===== config.mk =====
export PLATFORM = sky130hd
export DESIGN_NAME = button_debounce_long_press_repeat
export DESIGN_NICKNAME = d
export VERILOG_FILES = /design/src/bdlp_pkg.sv /design/src/bdlp_button.sv /design/src/button_debounce_long_press_repeat.sv
export SDC_FILE = /design/constraint.sdc
export NUM_CORES = 1
export LEC_CHECK = 0
export BUFFER_PORTS_ARGS = -buffer_cell sky130_fd_sc_hd__buf_4
export CAP_MARGIN = 20
export CORE_MARGIN = 1.5
export CORE_UTILIZATION = 60
export DETAILED_ROUTE_END_ITERATION = 10
export GPL_TIMING_DRIVEN = 0
export PLACE_DENSITY = 0.86
export SYNTH_ARGS = -nofsm -noshare
export SYNTH_HDL_FRONTEND = slang
export SYNTH_SLANG_ARGS = --single-unit

===== constraint.sdc =====
create_clock -name clk -period 3.6 [get_ports clk]
set_input_delay 0.72 -clock clk [delete_from_list [all_inputs] [get_ports clk]]
set_output_delay 0.72 -clock clk [all_outputs]
set_load 0.01 [all_outputs]

===== src/bdlp_pkg.sv =====
// bdlp_pkg: shared types and constants for the button debounce / long-press block
// request payload structs, per-button status struct, config register indexes
// no dependencies
`default_nettype none
package bdlp_pkg;

  localparam int unsigned FIELD_W = 3;
  localparam int unsigned CNT_W   = 16;
  localparam int unsigned CFG_W   = 16;
  localparam int unsigned IDX_W   = 1;

  localparam logic [IDX_W-1:0] REG_LONG_PRESS_TICKS = 1'b0;
  localparam logic [IDX_W-1:0] REG_REPEAT_TICKS     = 1'b1;

  localparam logic [CNT_W-1:0] LONG_PRESS_RESET = 16'd200;
  localparam logic [CNT_W-1:0] REPEAT_RESET     = 16'd50;

  typedef struct packed {
    logic [FIELD_W-1:0] raw_levels;
    logic [FIELD_W-1:0] clear_hold_mask;
  } in_req_t;

  typedef struct packed {
    logic [FIELD_W-1:0] pressed_mask;
    logic [FIELD_W-1:0] long_mask;
    logic [FIELD_W-1:0] hold_mask;
  } out_req_t;

  typedef struct packed {
    logic pressed;
    logic long_flag;
    logic hold_flag;
  } btn_status_t;

endpackage
`default_nettype wire


===== src/bdlp_button.sv =====
// bdlp_button: state of one button: three-sample debounce, press and repeat counters
// gives the status after the update as combinational next values
// depends on bdlp_pkg
`default_nettype none
module bdlp_button (
  input  wire logic                       clk,
  input  wire logic                       rst_n,
  input  wire logic                       step,
  input  wire logic                       sample,
  input  wire logic                       clear_hold,
  input  wire logic [bdlp_pkg::CNT_W-1:0] long_press_ticks,
  input  wire logic [bdlp_pkg::CNT_W-1:0] repeat_ticks,
  output bdlp_pkg::btn_status_t           status_nxt
);

  logic                       prev_one_r, prev_one_nxt;
  logic                       prev_two_r, prev_two_nxt;
  logic                       deb_r, deb_nxt;
  logic [bdlp_pkg::CNT_W-1:0] press_r, press_nxt;
  logic [bdlp_pkg::CNT_W-1:0] rep_r, rep_nxt;
  logic                       long_r, long_nxt;
  logic                       hold_r, hold_nxt;
  logic [bdlp_pkg::CNT_W:0]   rep_inc;

  assign rep_inc = {1'b0, rep_r} + {{bdlp_pkg::CNT_W{1'b0}}, 1'b1};

  always_comb begin
    prev_two_nxt = prev_one_r;
    prev_one_nxt = sample;
    deb_nxt      = ((sample == prev_one_r) && (sample == prev_two_r)) ? sample : deb_r;
    press_nxt    = press_r;
    rep_nxt      = rep_r;
    long_nxt     = long_r;
    hold_nxt     = clear_hold ? 1'b0 : hold_r;
    if (!deb_nxt) begin
      if (press_r < long_press_ticks) begin
        press_nxt = press_r + {{(bdlp_pkg::CNT_W-1){1'b0}}, 1'b1};
      end else begin
        long_nxt = 1'b1;
        if (rep_r < repeat_ticks) begin
          // count reaches the period exactly here since it was below it
          if (rep_inc >= {1'b0, repeat_ticks}) begin
            rep_nxt  = '0;
            hold_nxt = 1'b1;
          end else begin
            rep_nxt = rep_inc[bdlp_pkg::CNT_W-1:0];
          end
        end
      end
    end else begin
      press_nxt = '0;
      rep_nxt   = '0;
      long_nxt  = 1'b0;
      hold_nxt  = 1'b0;
    end
  end

  always_ff @(posedge clk) begin
    if (!rst_n) begin
      prev_one_r <= 1'b1;
      prev_two_r <= 1'b1;
      deb_r      <= 1'b1;
      press_r    <= '0;
      rep_r      <= '0;
      long_r     <= 1'b0;
      hold_r     <= 1'b0;
    end else if (step) begin
      prev_one_r <= prev_one_nxt;
      prev_two_r <= prev_two_nxt;
      deb_r      <= deb_nxt;
      press_r    <= press_nxt;
      rep_r      <= rep_nxt;
      long_r     <= long_nxt;
      hold_r     <= hold_nxt;
    end
  end

  assign status_nxt.pressed   = ~deb_nxt;
  assign status_nxt.long_flag = long_nxt;
  assign status_nxt.hold_flag = hold_nxt;

endmodule
`default_nettype wire


===== src/button_debounce_long_press_repeat.sv =====
// button_debounce_long_press_repeat: top level, input register, button cells, result register
// depends on bdlp_pkg and bdlp_button
//
// usage: one request on in_* per timer tick carries the active-low raw pin levels and a
// mask of hold flags to clear. each request yields exactly one result on out_*: the
// debounced pressed mask, the long-press mask and the hold-repeat mask after the tick.
// a request goes into an input register; when it steps, all button cells update their
// state in one pass and the masks land in the result register, which sets out_valid.
// throughput is one request per cycle unless a held result stalls it; the per-button
// update (one 16-bit compare and increment per counter) is the whole path.
// when out_ready is low the result register holds, the input register fills, and
// in_ready drops only once both are full; nothing is lost or repeated.
// reset (synchronous, rst_n low) marks all buttons released, clears counters and
// flags, empties both registers and loads long_press_ticks = 200, repeat_ticks = 50.
// cfg_we writes register cfg_index (0 long_press_ticks, 1 repeat_ticks) at once;
// write only while no request is in flight.
// NUM_BUTTONS sets the number of button cells; fields carry buttons 0 to 2, cells above
// that see a pressed level and are not reported.
//
`default_nettype none
module button_debounce_long_press_repeat #(
  parameter int unsigned NUM_BUTTONS = 3
) (
  input  wire logic                       clk,
  input  wire logic                       rst_n,
  input  wire logic                       in_valid,
  output logic                            in_ready,
  input  wire bdlp_pkg::in_req_t          in_data,
  output logic                            out_valid,
  input  wire logic                       out_ready,
  output bdlp_pkg::out_req_t              out_data,
  input  wire logic                       cfg_we,
  input  wire logic [bdlp_pkg::IDX_W-1:0] cfg_index,
  input  wire logic [bdlp_pkg::CFG_W-1:0] cfg_wdata
);

  logic                       in_v_r;
  bdlp_pkg::in_req_t          in_data_r;
  logic                       step;
  logic [bdlp_pkg::CNT_W-1:0] long_press_ticks_r;
  logic [bdlp_pkg::CNT_W-1:0] repeat_ticks_r;
  bdlp_pkg::btn_status_t      status [NUM_BUTTONS];
  bdlp_pkg::out_req_t         result_nxt;

  assign step     = in_v_r && (!out_valid || out_ready);
  assign in_ready = !in_v_r || step;

  always_ff @(posedge clk) begin
    if (!rst_n) begin
      long_press_ticks_r <= bdlp_pkg::LONG_PRESS_RESET;
      repeat_ticks_r     <= bdlp_pkg::REPEAT_RESET;
    end else if (cfg_we) begin
      case (cfg_index)
        bdlp_pkg::REG_LONG_PRESS_TICKS: long_press_ticks_r <= cfg_wdata;
        bdlp_pkg::REG_REPEAT_TICKS:     repeat_ticks_r     <= cfg_wdata;
        default: ;
      endcase
    end
  end

  always_ff @(posedge clk) begin
    if (!rst_n) begin
      in_v_r <= 1'b0;
    end else if (in_ready) begin
      in_v_r <= in_valid;
    end
  end

  always_ff @(posedge clk) begin
    if (in_valid && in_ready) begin
      in_data_r <= in_data;
    end
  end

  for (genvar i = 0; i < NUM_BUTTONS; i++) begin : g_btn
    logic sample;
    logic clear_hold;
    if (i < bdlp_pkg::FIELD_W) begin : g_in
      assign sample     = in_data_r.raw_levels[i];
      assign clear_hold = in_data_r.clear_hold_mask[i];
    end else begin : g_none
      // no field bit for this button: reads as pressed, no clear
      assign sample     = 1'b0;
      assign clear_hold = 1'b0;
    end
    bdlp_button u_btn (
      .clk              (clk),
      .rst_n            (rst_n),
      .step             (step),
      .sample           (sample),
      .clear_hold       (clear_hold),
      .long_press_ticks (long_press_ticks_r),
      .repeat_ticks     (repeat_ticks_r),
      .status_nxt       (status[i])
    );
  end

  always_comb begin
    result_nxt = '0;
    for (int unsigned i = 0; i < bdlp_pkg::FIELD_W; i++) begin
      if (i < NUM_BUTTONS) begin
        result_nxt.pressed_mask[i] = status[i].pressed;
        result_nxt.long_mask[i]    = status[i].long_flag;
        result_nxt.hold_mask[i]    = status[i].hold_flag;
      end
    end
  end

  always_ff @(posedge clk) begin
    if (!rst_n) begin
      out_valid <= 1'b0;
    end else if (step) begin
      out_valid <= 1'b1;
    end else if (out_ready) begin
      out_valid <= 1'b0;
    end
  end

  always_ff @(posedge clk) begin
    if (step) begin
      out_data <= result_nxt;
    end
  end

endmodule
`default_nettype wire


* Word level (Yosys, flattened, before mapping)
Index checks and enable logic that the tools add are counted.
Storage, ports and cells: output and inout port bits 11, input bits 28, register bits 160
Cells by class: bitwise operators 4, magnitude comparators 9, eq/ne operators 9, multiplexer cells 44, $add $sub $neg 6, reductions and logical operators 24
Operator list (count):
- two-way mux 16 bit | 18
- less-than comparator 16 bit | 6
- adder 16 x 1 -> 17 bit (second input constant) | 3
- >= comparator 17 x 16 -> 1 bit | 3
- adder 16 x 1 -> 16 bit (second input constant) | 3
- two-way mux 1 bit | 26
- nonzero test 2 bit | 7
- AND reduction 2 bit | 5
- AND reduction 3 bit | 3
- == test 1 bit | 6
- inequality test 2 x 1 -> 1 bit (second input constant) | 3
- logical AND 1 bit | 5
- NOT 1 bit | 4
- logical NOT 1 bit | 2
- logical OR 1 bit | 2

* Longest topological paths before layout
Gate-level depths: netlist of run 1.
word-level depth 6, mapped depth 16, depth with buffers taken out 15

* Cells and area by module
A second synthesis of run 1 with hierarchy kept.
Second synthesis, totals: cells, all modules 1311, area total of the unflattened synthesis 11065.6 µm²
By module, submodules not included:
- bdlp_button | sequential area each 740.7 µm², area an instance 3093.0 µm², times used 3, cells each 385
- button_debounce_long_press_repeat | sequential area each 1131.1 µm², area an instance 1786.7 µm², times used 1, cells each 156

* Worst setup path after synthesis of run 1
No wires, ideal clock.
kind register to register, from register g_btn[2].u_btn.rep_r[0] (netlist name), to register g_btn[2].u_btn.rep_r[11] (netlist name), setup time 0.083 ns, setup slack 0.286 ns, cell stages (with the launch flop) 16, period minus slack after synthesis 3.314 ns, data arrival time 3.231 ns, cell sequence dfxtp_1 -> ha_1 -> nand2_1 -> nor4_1 -> and3_1 -> and2_1 -> nand4_1 -> xnor2_1 -> ha_1 -> a21o_1 -> a21oi_1 -> o211ai_1 -> a211oi_1 -> clkbuf_1 -> nand4_1 -> o221ai_1
On the way: cells in the longest elaborated chain, start to end 6, elaborated cells on any way between the ends 9, classes of those cells add/sub: 1; order compare: 2; mux: 4; reduce/logical: 2
Ends and longest elaborated chain:
- from (decl) | RTL line bdlp_button.sv:20 | logic [bdlp_pkg::CNT_W-1:0] rep_r, rep_nxt;
- from (signal assigned) | RTL line bdlp_button.sv:72 | rep_r <= rep_nxt;
- adder 16 x 1 -> 17 bit | RTL line bdlp_button.sv:25 | assign rep_inc = {1'b0, rep_r} + {{bdlp_pkg::CNT_W{1'b0}}, 1'b1};
- >= comparator 17 x 16 -> 1 bit | RTL line bdlp_button.sv:42 | if (rep_inc >= {1'b0, repeat_ticks}) begin
- two-way mux 16 bit | RTL line bdlp_button.sv:42
- two-way mux 16 bit | RTL line bdlp_button.sv:40 | if (rep_r < repeat_ticks) begin
- two-way mux 16 bit | RTL line bdlp_button.sv:36 | if (press_r < long_press_ticks) begin
- two-way mux 16 bit | RTL line bdlp_button.sv:35 | if (!deb_nxt) begin
Parallel ways exist; a longest one is shown, timed or not. The select of a mux whose other input is x is not followed. A chain may end at the register's enable or synchronous reset.

* Final worst setup path of run 1
from register g_btn[1].u_btn.rep_r[6] (netlist name), to register g_btn[1].u_btn.rep_r[12] (netlist name)
On the way: cells in the longest elaborated chain, start to end 6, elaborated cells on any way between the ends 9, classes of those cells add/sub: 1; order compare: 2; mux: 4; reduce/logical: 2
Ends and longest elaborated chain (RTL line):
- from (decl) | bdlp_button.sv:20
- from (signal assigned) | bdlp_button.sv:72
- adder 16 x 1 -> 17 bit | bdlp_button.sv:25
- >= comparator 17 x 16 -> 1 bit | bdlp_button.sv:42
- two-way mux 16 bit | bdlp_button.sv:42
- two-way mux 16 bit | bdlp_button.sv:40
- two-way mux 16 bit | bdlp_button.sv:36
- two-way mux 16 bit | bdlp_button.sv:35
Parallel ways exist; a longest one is shown, timed or not. The select of a mux whose other input is x is not followed.

==> results of run 1 <==
[critical path, delay by kind of cell (launching register included)]
kind / cells / cell delay, ns
AOI/OAI and AO/OA: 2 / 0.62
and+or+nand+nor: 7 / 1.78
adders and majority gates: 1 / 0.33
buffers and inverters: 1 / 0.19
xor gates and xnor gates: 1 / 0.19
DFF: 1 / 0.43
[state kept, by name, summed over array words and instances, names as in the netlist, 9 cells and up]
signal / count
out_data: 9
repeat_ticks_r: 16
long_press_ticks_r: 16
g_btn.u_btn.rep_r: 48
g_btn.u_btn.press_r: 48
[logic make-up after synthesis]
kind of cell             synth area share (%)
multiplexers                           0.6491
buffers and inverters                   4.381
flip-flops                              31.06
AO/OA/AOI/OAI                           21.08
XOR/XNOR                                3.570
AND/OR/NAND/NOR                         22.22
adder cells (fa/ha/maj)                 17.04
[timing repair]
| action | 4_1_cts | 5_1_grt |
|---|---|---|
| setup buffers | 2 | 17 |
| pin swaps | 4 | 18 |
| gates cloned | 0 | 1 |
| resized for setup | 19 | 43 |
| hold endpoints to repair | 0 | 0 |
| endpoints found under the setup margin | 52 | 52 |
[metal layers]
layer | GRT usage, % | part of all wire, % | up-vias
met5 | 0 | 0 | -
met1 | 41.20 | 41 | 5009
li1 | - | - | 4993
met3 | 7.185 | 7.6 | 125
met4 | 17.54 | 5.3 | 0
met2 | 55.11 | 46 | 476
[worst min path at each step]
| stage | startpoint | to | slack (ns) | cells past startpoint |
|---|---|---|---|---|
| finish | in_data[4] | g_btn[1].sample | 0.45 | 1 |
| global route | in_data[5] | g_btn[2].sample | 0.43 | 1 |
| CTS | in_data[4] | g_btn[1].sample | 0.44 | 1 |
| detailed placement | g_btn[1].u_btn.hold_r | g_btn[1].u_btn.hold_r | 0.45 | 2 |
| global placement | g_btn[2].u_btn.hold_r | g_btn[2].u_btn.hold_r | 0.44 | 2 |
| floorplan | g_btn[0].u_btn.hold_r | g_btn[0].u_btn.hold_r | 0.43 | 2 |
[through the flow]
stage / worst slack (ns) / power, mW / TNS [ns] / hold WS, ns / util [%]
3_5_place_dp: -0.6201 / 2.279 / -13.86 / 0.4464 / 65.19
3_3_place_gp: -0.5627 / 2.264 / -12.22 / 0.4392 / 65.19
4_1_cts: 0.001493 / 4.031 / 0 / 0.4406 / 69.03
5_1_grt: -0.1684 / 4.162 / -1.403 / 0.4350 / 70.84
6_report: -0.04108 / 4.050 / -0.1030 / 0.4471 / 70.84
2_1_floorplan: 0.2862 / 2.129 / 0 / 0.4315 / -
[power groups by stage]
stage	sequential, mW	clock [mW]	combinational, mW
after floorplan	1.89	0	0.243
after global placement	1.89	0	0.374
after detailed placement	1.89	0	0.387
after CTS	1.85	1.79	0.393
after global routing	1.85	1.86	0.448
final	1.85	1.79	0.413
[cells in the mapped netlist (21+ instances only)]
cell type / number / area share (%)
nor2_1: 57 / 2.0
nand3_1: 56 / 2.6
a21oi_1: 132 / 6.1
inv_1: 73 / 2.5
o21ai_0: 62 / 2.9
nand2_1: 161 / 5.6
ha_1: 147 / 17
dfxtp_1: 145 / 27
xnor2_1: 27 / 2.2
nand4_1: 49 / 2.8
and3_1: 21 / 1.2
nor3_1: 21 / 0.97
clkbuf_1: 35 / 1.2
[layout make-up]
| class | instances | area share, % |
|---|---|---|
| Buffer | 45 | 1.541 |
| Clock buffer | 17 | 3.448 |
| Clock inverter | 15 | 1.207 |
| Inverter | 74 | 2.251 |
| Multi-Input combinational cell | 1019 | 58.40 |
| Sequential cell | 160 | 27.39 |
| Tap cell | 225 | 2.282 |
| Timing Repair Buffer | 57 | 3.478 |
==> impl_metrics.py, run 1 <==
metrics = {
    "pwr": {
        "swShare_pct": 28.93,
        "comb_power_share_pct": 10.2,
        "p_leak_nw": 5.130,
        "p_sw_mw": 1.172,
        "p_int_mw": 2.878,
        "p_per_area_mw_per_mm2": 328.2,
        "clkPwrFrac_pct": 44.1,
        "vdd_drop_max_uv": 381.1,
        "p_seq_share_pct": 45.7,
    },
    "sta": {
        "setup_viol": 4,
        "hold_viol": 0,
        "post-route-min-period_ns": 3.641,
        "setup_ws_ns": -0.04108,
        "worst_slew_pin_slew_ns": 1.172,
        "post-route-period-util_pct": 101.1,
        "max_clock_freq_mhz": 274.6,
        "maxSlewViolCount": 0,
        "fin_skew_ns": 0.008172,
        "maxSlewHeadroom_pct": 21.84,
    },
    "placed_design": {
        "postPlaceCellArea_mm2": 0.01135,
        "dpl.hpwl_mm": 22.41,
        "place.gp.congestion": 0.9428,
        "place.port_buffers": 37,
        "placed_cells": 1562,
    },
    "setup_path": {
        "r2r_slack_ns": -0.04,
        "required_ns": 3.96,
        "r2r_cells": 12,
        "setup.worst_path.start": "g_btn[1].u_btn.rep_r[6]",
        "worst_r2r_endpoint": "g_btn[1].u_btn.rep_r[12]",
        "crit_chain": "nand4_1, buf_4, nor3_4, nand3_1, xnor2_2, ha_1, nand3_2, nor2_1, o41ai_4, nand3_2, or4b_2, a21oi_1",
        "critPathCapture": "g_btn[1].u_btn.rep_r[12]",
        "critPathArrivalTime_ns": 4.00,
        "crit_fanout": 6,
        "setup.worst_path.start_class": "flip-flop",
        "crit_path_max_incr_delay_ns": 0.70,
        "worstReg2RegStart": "g_btn[1].u_btn.rep_r[6]",
        "path_class": "reg2reg",
        "cp-end-kind": "flip-flop",
        "cpMostUsedCell": "nand3_2",
        "crit_slowest_cell": "or4b_2",
    },
    "drt": {
        "route.detailed.drc": 0,
        "vias_per_cell": 6.578,
        "drt-pass1-iter-count": 8,
        "wl_per_cell_um": 19.43,
        "drt_iter0_drc": 1013,
        "ant_nets": 0,
        "wl_mm": 31.33,
        "vias": 10600,
    },
    "floorplanning": {
        "die_w_um": 137.1,
        "rows": 48,
        "start_util_pct": 61.98,
        "die_h_um": 137.1,
        "core_area_mm2": 0.01742,
        "dieArea_mm2": 0.01881,
        "ioPinCount": 39,
    },
    "outcome": {
        "status": "finished with violations",
        "violations": "setup timing",
    },
    "finish": {
        "area_delta_synth_final_pct": 14.29,
        "diodes": 0,
        "final_nets": 1549,
        "multi_input_area_mm2": 0.007206,
        "layout-drive-gt1-share_pct": 12.18,
        "stdcell_area_mm2": 0.01234,
        "final_common_cell": "nand2_1",
        "fillers": 1290,
        "final_cell_mix": "159 x nand2_1, 144 x ha_1, 132 x a21oi_1, 132 x dfxtp_1, 73 x inv_1",
        "fin_cells": 1612,
        "regArea_mm2": 0.003379,
    },
    "clocking": {
        "cts_buffers": 17,
        "clock_latency_ns": 0.44,
        "hold_buffers": 0,
        "clockBufferDepth": 2,
        "cts.reportedPaths.clkPinSlew_ns": 0.07,
        "cts_sinks": 160,
        "htree_levels": 4,
        "cts-root-buf": "clkbuf_16",
        "cts_tree": "built",
    },
    "synthesis": {
        "ys_types": 74,
        "synth-async-reset-ratio_pct": 0,
        "synth_top_flop_cell": "dfxtp_1",
        "synth_edf_count": 15,
        "synth_area_mm2": 0.01080,
        "synth_warnings": 0,
        "synth_area_per_cell_um2": 8.304,
        "syn_nets": 1475,
        "ys_ff_latch": 160,
        "syn-instance-count": 1300,
        "ys_seq_area_share_pct": 31.06,
    },
    "grt": {
        "grt_max_degree": 19,
        "antenna_found_initial": 0,
        "track_usage_pct": 33.54,
        "grt_pass1_vias": 9997,
        "grt_pass1_wl_mm": 49.20,
        "grt-ovfl-total": 0,
    },
    "hold_path": {
        "hold_path.class": "in2reg",
    },
    "run": {
        "maxCapViolCount": 0,
    },
}
Note: power is estimated with default switching activity, not from simulation.
==> inputs of run 2 (changes only) <==
--- a/config.mk
+++ b/config.mk
@@ -12,6 +12,7 @@
 export DETAILED_ROUTE_END_ITERATION = 10
 export GPL_TIMING_DRIVEN = 0
 export PLACE_DENSITY = 0.86
+export SETUP_SLACK_MARGIN = 0.1
 export SYNTH_ARGS = -nofsm -noshare
 export SYNTH_HDL_FRONTEND = slang
 export SYNTH_SLANG_ARGS = --single-unit
==> impl_metrics.py, run 2 (same netlist as run 1, synthesis figures left out) <==
metrics = {
    "outcome": {
        "status": "finished, final reports clean",
    },
    "grt": {
        "grt_max_degree": 19,
        "grt-ovfl-total": 0,
        "grt_pass1_vias": 10060,
        "track_usage_pct": 34.05,
        "antenna_found_initial": 0,
        "grt_pass1_wl_mm": 49.87,
    },
    "finish": {
        "stdcell_area_mm2": 0.01250,
        "fillers": 1264,
        "final_nets": 1557,
        "area_delta_synth_final_pct": 15.83,
        "reg.largest.list": "g_btn.u_btn.press_r x48, g_btn.u_btn.rep_r x48",
        "final_common_cell": "nand2_1",
        "final_cell_mix": "158 x nand2_1, 144 x ha_1, 132 x dfxtp_1, 130 x a21oi_1, 73 x inv_1",
        "diodes": 0,
        "layout-drive-gt1-share_pct": 13.62,
    },
    "hold_path": {
        "hold_path.class": "in2reg",
        "hold_path_end": "g_btn[1].sample",
        "min_path_cells": 1,
        "hp-start": "in_data[4]",
    },
    "sta": {
        "setup_viol": 0,
        "fin_tns_setup_ns": 0,
        "post-route-min-period_ns": 3.571,
        "hold_viol": 0,
        "worst_slew_pin_slew_ns": 1.107,
        "post-route-period-util_pct": 99.20,
        "rsz0062_at_grt": "true",
        "fin_skew_ns": 0.008890,
        "holdWs_ns": 0.4484,
        "maxSlewViolCount": 0,
        "max_clock_freq_mhz": 280.0,
        "maxSlewHeadroom_pct": 26.20,
    },
    "drt": {
        "ant_nets": 0,
        "wl_per_cell_um": 19.88,
        "vias_per_cell": 6.622,
        "drt_iter0_drc": 1081,
        "drt-pass1-iter-count": 6,
        "vias": 10730,
        "route.detailed.drc": 0,
        "wl_mm": 32.21,
    },
    "setup_path": {
        "setup.worst_path.start_class": "flip-flop",
        "cp.buffers_inverters": 1,
        "path_class": "reg2reg",
        "cp-end-kind": "flip-flop",
        "critPathArrivalTime_ns": 3.93,
        "worstReg2RegStart": "g_btn[1].u_btn.rep_r[0]",
        "crit_fanout": 6,
        "required_ns": 3.96,
        "crit_slowest_cell": "or4b_2",
        "cp_top_family": "simple AND/OR/NAND/NOR gates",
        "crit_chain": "ha_4, nand4_1, buf_4, nor2_1, xor2_1, ha_1, a211oi_1, o21ai_0, a32oi_2, nand3_2, or4b_2, a21oi_1",
        "worst_r2r_endpoint": "g_btn[1].u_btn.rep_r[12]",
        "r2r_cells": 12,
        "crit_path_max_incr_delay_ns": 0.70,
        "r2r_slack_ns": 0.03,
    },
    "clocking": {
        "clockBufferDepth": 2,
        "cts_sinks": 160,
        "clock_latency_ns": 0.44,
        "cts-root-buf": "clkbuf_16",
        "cts_buffers": 17,
        "cts_tree": "built",
        "htree_levels": 4,
        "cts.reportedPaths.clkPinSlew_ns": 0.07,
        "hold_buffers": 0,
    },
    "placed_design": {
        "place.port_buffers": 37,
        "place.gp.congestion": 0.9428,
        "dpl.hpwl_mm": 22.41,
        "postPlaceCellArea_mm2": 0.01135,
    },
    "floorplanning": {
        "core_area_mm2": 0.01742,
        "die_h_um": 137.1,
        "die_w_um": 137.1,
        "ioPinCount": 39,
        "start_util_pct": 61.98,
        "rows": 48,
        "dieArea_mm2": 0.01881,
    },
    "pwr": {
        "p_leak_nw": 5.232,
        "vdd_drop_max_uv": 389.7,
        "p_per_area_mw_per_mm2": 324.8,
    },
    "run": {
        "maxCapViolCount": 0,
    },
}
-- run 2: layout make-up --
| type | count | area (um2) | area share (%) |
|---|---|---|---|
| Clock buffer | 17 | 425.4 | 3.402 |
| Multi-Input combinational cell | 1020 | 7300 | 58.37 |
| Sequential cell | 160 | 3387 | 27.09 |
| Inverter | 74 | 277.8 | 2.221 |
| Tap cell | 225 | 281.5 | 2.251 |
| Timing Repair Buffer | 61 | 466.7 | 3.732 |
| Buffer | 48 | 217.7 | 1.741 |
| Clock inverter | 15 | 148.9 | 1.191 |
-- run 2: how the worst max path moves through the flow --
| stage | depth (start not counted) | slack (ns) | from | endpoint |
|---|---|---|---|---|
| detailed placement | 14 | -0.62 | g_btn[2].u_btn.rep_r[0] | g_btn[2].u_btn.rep_r[2] |
| global placement | 14 | -0.56 | g_btn[2].u_btn.rep_r[0] | g_btn[2].u_btn.rep_r[2] |
| global route | 12 | -0.06 | g_btn[1].u_btn.rep_r[0] | g_btn[1].u_btn.rep_r[12] |
| floorplan | 15 | 0.29 | g_btn[2].u_btn.rep_r[0] | g_btn[2].u_btn.rep_r[11] |
| finish | 12 | 0.03 | g_btn[1].u_btn.rep_r[0] | g_btn[1].u_btn.rep_r[12] |
| CTS | 16 | 0.09 | g_btn[2].u_btn.rep_r[0] | g_btn[2].u_btn.rep_r[2] |
-- run 2: layer usage --
metal	part of all wire [%]	global-route usage, %	vias to the layer above
met5	0	0	-
met1	40	41.51	5020
met3	8.9	7.667	140
met4	5.3	18.77	0
li1	-	-	5004
met2	46	55.58	564
-- run 2: report_power, final --
part,internal [mW],switching [mW],total (mW)
clock network,0.919,0.872,1.79
registers,1.82,0.0220,1.85
logic,0.136,0.288,0.424
total,2.88,1.18,4.06
-- run 2: through the flow --
| step | total power, mW | util, % | worst slack (ns) | std cells |
|---|---|---|---|---|
| 2_1_floorplan | 2.129 | - | 0.2862 | 1300 |
| 3_3_place_gp | 2.264 | 65.19 | -0.5627 | 1562 |
| 3_5_place_dp | 2.279 | 65.19 | -0.6201 | 1562 |
| 4_1_cts | 4.035 | 69.57 | 0.08754 | 1601 |
| 5_1_grt | 4.169 | 71.80 | -0.06300 | 1620 |
| 6_report | 4.061 | 71.80 | 0.02875 | 1620 |
-- run 2: repair_timing --
action | CTS | global route
resized for setup | 33 | 62
hold endpoints to repair | 0 | 0
gates cloned | 2 | 0
pin swaps | 10 | 20
setup endpoints to repair | 53 | 53
setup buffers | 5 | 18
-- run 2: worst reg2reg max path: stages, from the launching register on --
cell and delay (ns):
dfxtp_4 0.39, ha_4 0.14, nand4_1 0.21, buf_4 0.23, nor2_1 0.12, xor2_1 0.22
ha_1 0.28, a211oi_1 0.31, o21ai_0 0.21, a32oi_2 0.27, nand3_2 0.23, or4b_2 0.70
a21oi_1 0.18
==> inputs of run 3 (changes only) <==
--- a/config.mk
+++ b/config.mk
@@ -12,6 +12,7 @@
 export DETAILED_ROUTE_END_ITERATION = 10
 export GPL_TIMING_DRIVEN = 0
 export PLACE_DENSITY = 0.86
+export REMOVE_ABC_BUFFERS = 1
 export SETUP_SLACK_MARGIN = 0.1
 export SYNTH_ARGS = -nofsm -noshare
 export SYNTH_HDL_FRONTEND = slang
==> impl_metrics.py, run 3 (same netlist as run 1, synthesis figures left out) <==
metrics = {
    "outcome": {
        "status": "finished, final reports clean",
    },
    "drt": {
        "ant_nets": 0,
        "vias": 10640,
        "drt_iter0_drc": 1096,
        "wl_per_cell_um": 19.72,
        "wl_mm": 31.17,
        "vias_per_cell": 6.727,
        "route.detailed.drc": 0,
        "drt-pass1-iter-count": 7,
    },
    "finish": {
        "final_common_cell": "nand2_1",
        "fin_cells": 1581,
        "final_cell_mix": "159 x nand2_1, 144 x ha_1, 129 x a21oi_1, 126 x dfxtp_1, 72 x inv_1",
        "fillers": 1272,
        "layout-drive-gt1-share_pct": 14.09,
        "area_delta_synth_final_pct": 14.50,
        "reg.largest.list": "g_btn.u_btn.press_r x48, g_btn.u_btn.rep_r x48",
        "fin_util_pct": 70.97,
        "diodes": 0,
        "final_nets": 1518,
        "multi_input_area_mm2": 0.007281,
        "regArea_mm2": 0.003395,
    },
    "hold_path": {
        "hold_path.class": "in2reg",
        "hp-start": "in_data[4]",
    },
    "placed_design": {
        "placed_cells": 1520,
        "place.port_buffers": 38,
        "dpl.hpwl_mm": 20.68,
        "place.gp.congestion": 0.9258,
    },
    "grt": {
        "grt_pass1_wl_mm": 48.97,
        "grt_pass1_vias": 10210,
        "track_usage_pct": 32.97,
        "grt_max_degree": 53,
        "antenna_found_initial": 0,
        "grt-ovfl-total": 0,
    },
    "setup_path": {
        "cpMostUsedCell": "nand3_2",
        "worstReg2RegStart": "g_btn[1].u_btn.rep_r[0]",
        "cp-end-kind": "flip-flop",
        "crit_chain": "ha_4, nand4_1, nor3_2, nand2_1, xnor2_2, ha_1, nand3_2, nor2_1, o41ai_4, nand3_2, or4b_2, a21oi_1",
        "path_class": "reg2reg",
        "setup.worst_path.start": "g_btn[1].u_btn.rep_r[0]",
        "crit_path_max_incr_delay_ns": 0.70,
        "crit_fanout": 6,
        "required_ns": 3.96,
        "critPathArrivalTime_ns": 3.96,
        "setup.worst_path.start_class": "flip-flop",
        "crit_slowest_cell": "or4b_2",
    },
    "clocking": {
        "cts.reportedPaths.clkPinSlew_ns": 0.07,
        "cts_buffers": 17,
        "cts-root-buf": "clkbuf_16",
        "clock_latency_ns": 0.44,
        "htree_levels": 4,
        "cts_tree": "built",
        "cts_sinks": 160,
        "clockBufferDepth": 2,
    },
    "floorplanning": {
        "core_area_mm2": 0.01742,
        "rows": 48,
        "start_util_pct": 61.98,
        "die_w_um": 137.1,
        "die_h_um": 137.1,
        "dieArea_mm2": 0.01881,
        "ioPinCount": 39,
    },
    "sta": {
        "worst_slew_pin_slew_ns": 1.199,
        "post-route-min-period_ns": 3.597,
        "fin_skew_ns": 0.008364,
        "max_clock_freq_mhz": 278.0,
        "maxSlewHeadroom_pct": 19.40,
        "post-route-period-util_pct": 99.91,
        "setup_viol": 0,
        "hold_viol": 0,
        "rsz0062_at_grt": "true",
        "maxSlewViolCount": 0,
    },
    "run": {
        "maxCapViolCount": 0,
    },
    "pwr": {
        "p_total_mw": 4.030,
        "p_leak_nw": 5.129,
        "vdd_drop_max_uv": 344.2,
        "p_per_area_mw_per_mm2": 326.0,
    },
}
## run 3: report_power, final
group	switching (mW)	internal (mW)	total, mW
combinational	0.276	0.134	0.410
sequential	0.0198	1.83	1.85
clock	0.813	0.961	1.77
total	1.11	2.92	4.03
## run 3: layer usage
metal	vias to the layer above	routed length (um)	global-route usage (%)	part of all wire, %
li1	4929	-	-	-
met2	500	14870	54.33	48
met3	143	2167	5.963	7.0
met5	-	0	0	0
met4	0	1651	19.65	5.3
met1	5063	12480	40.12	40
## run 3: cell type report
| cell class | count | area share (%) |
|---|---|---|
| repair buffers | 71 | 4.585 |
| clock inverters | 14 | 1.053 |
| multi-input cells | 1019 | 58.90 |
| inverters | 74 | 2.247 |
| well taps | 225 | 2.278 |
| clock buffers | 18 | 3.472 |
| flip-flops and latches | 160 | 27.46 |
## run 3: worst paths after layout
check,endpoint,slack (ns),depth (start not counted)
worst max register to register,g_btn[1].u_btn.rep_r[1],0.003,12
worst min-delay path,g_btn[1].sample,0.45,1
worst min register to register,repeat_ticks_r[10],0.46,2
worst max-delay path,g_btn[1].u_btn.rep_r[1],0.003,12
## run 3: through the flow
stage / worst slack (ns) / cell area [um2] / TNS, ns / hold WS [ns]
final: 0.003095 / 12360 / 0 / 0.4529
after global routing: -0.1278 / 12360 / -0.3825 / 0.4490
after CTS: 0.1244 / 12070 / 0 / 0.4509
after detailed placement: -0.9689 / 11240 / -25.42 / 0.4448
after global placement: -1.977 / 11170 / -102.61 / 0.4393
after floorplan: -0.2967 / 10600 / -3.165 / 0.4315
## run 3: repair_timing
item,4_1_cts,5_1_grt
cloned,1,0
setup endpoints to repair,54,51
gates resized for setup,37,46
pin swaps,11,17
setup buffers,13,14
hold buffers,0,0
## run 3: worst max-delay path: cells and delay by family (launching register included)
family | cells | cell delay, ns
simple gates | 7 | 1.91
fa+ha+maj | 2 | 0.50
flops | 1 | 0.38
compound gates | 2 | 0.55
xor+xnor | 1 | 0.18
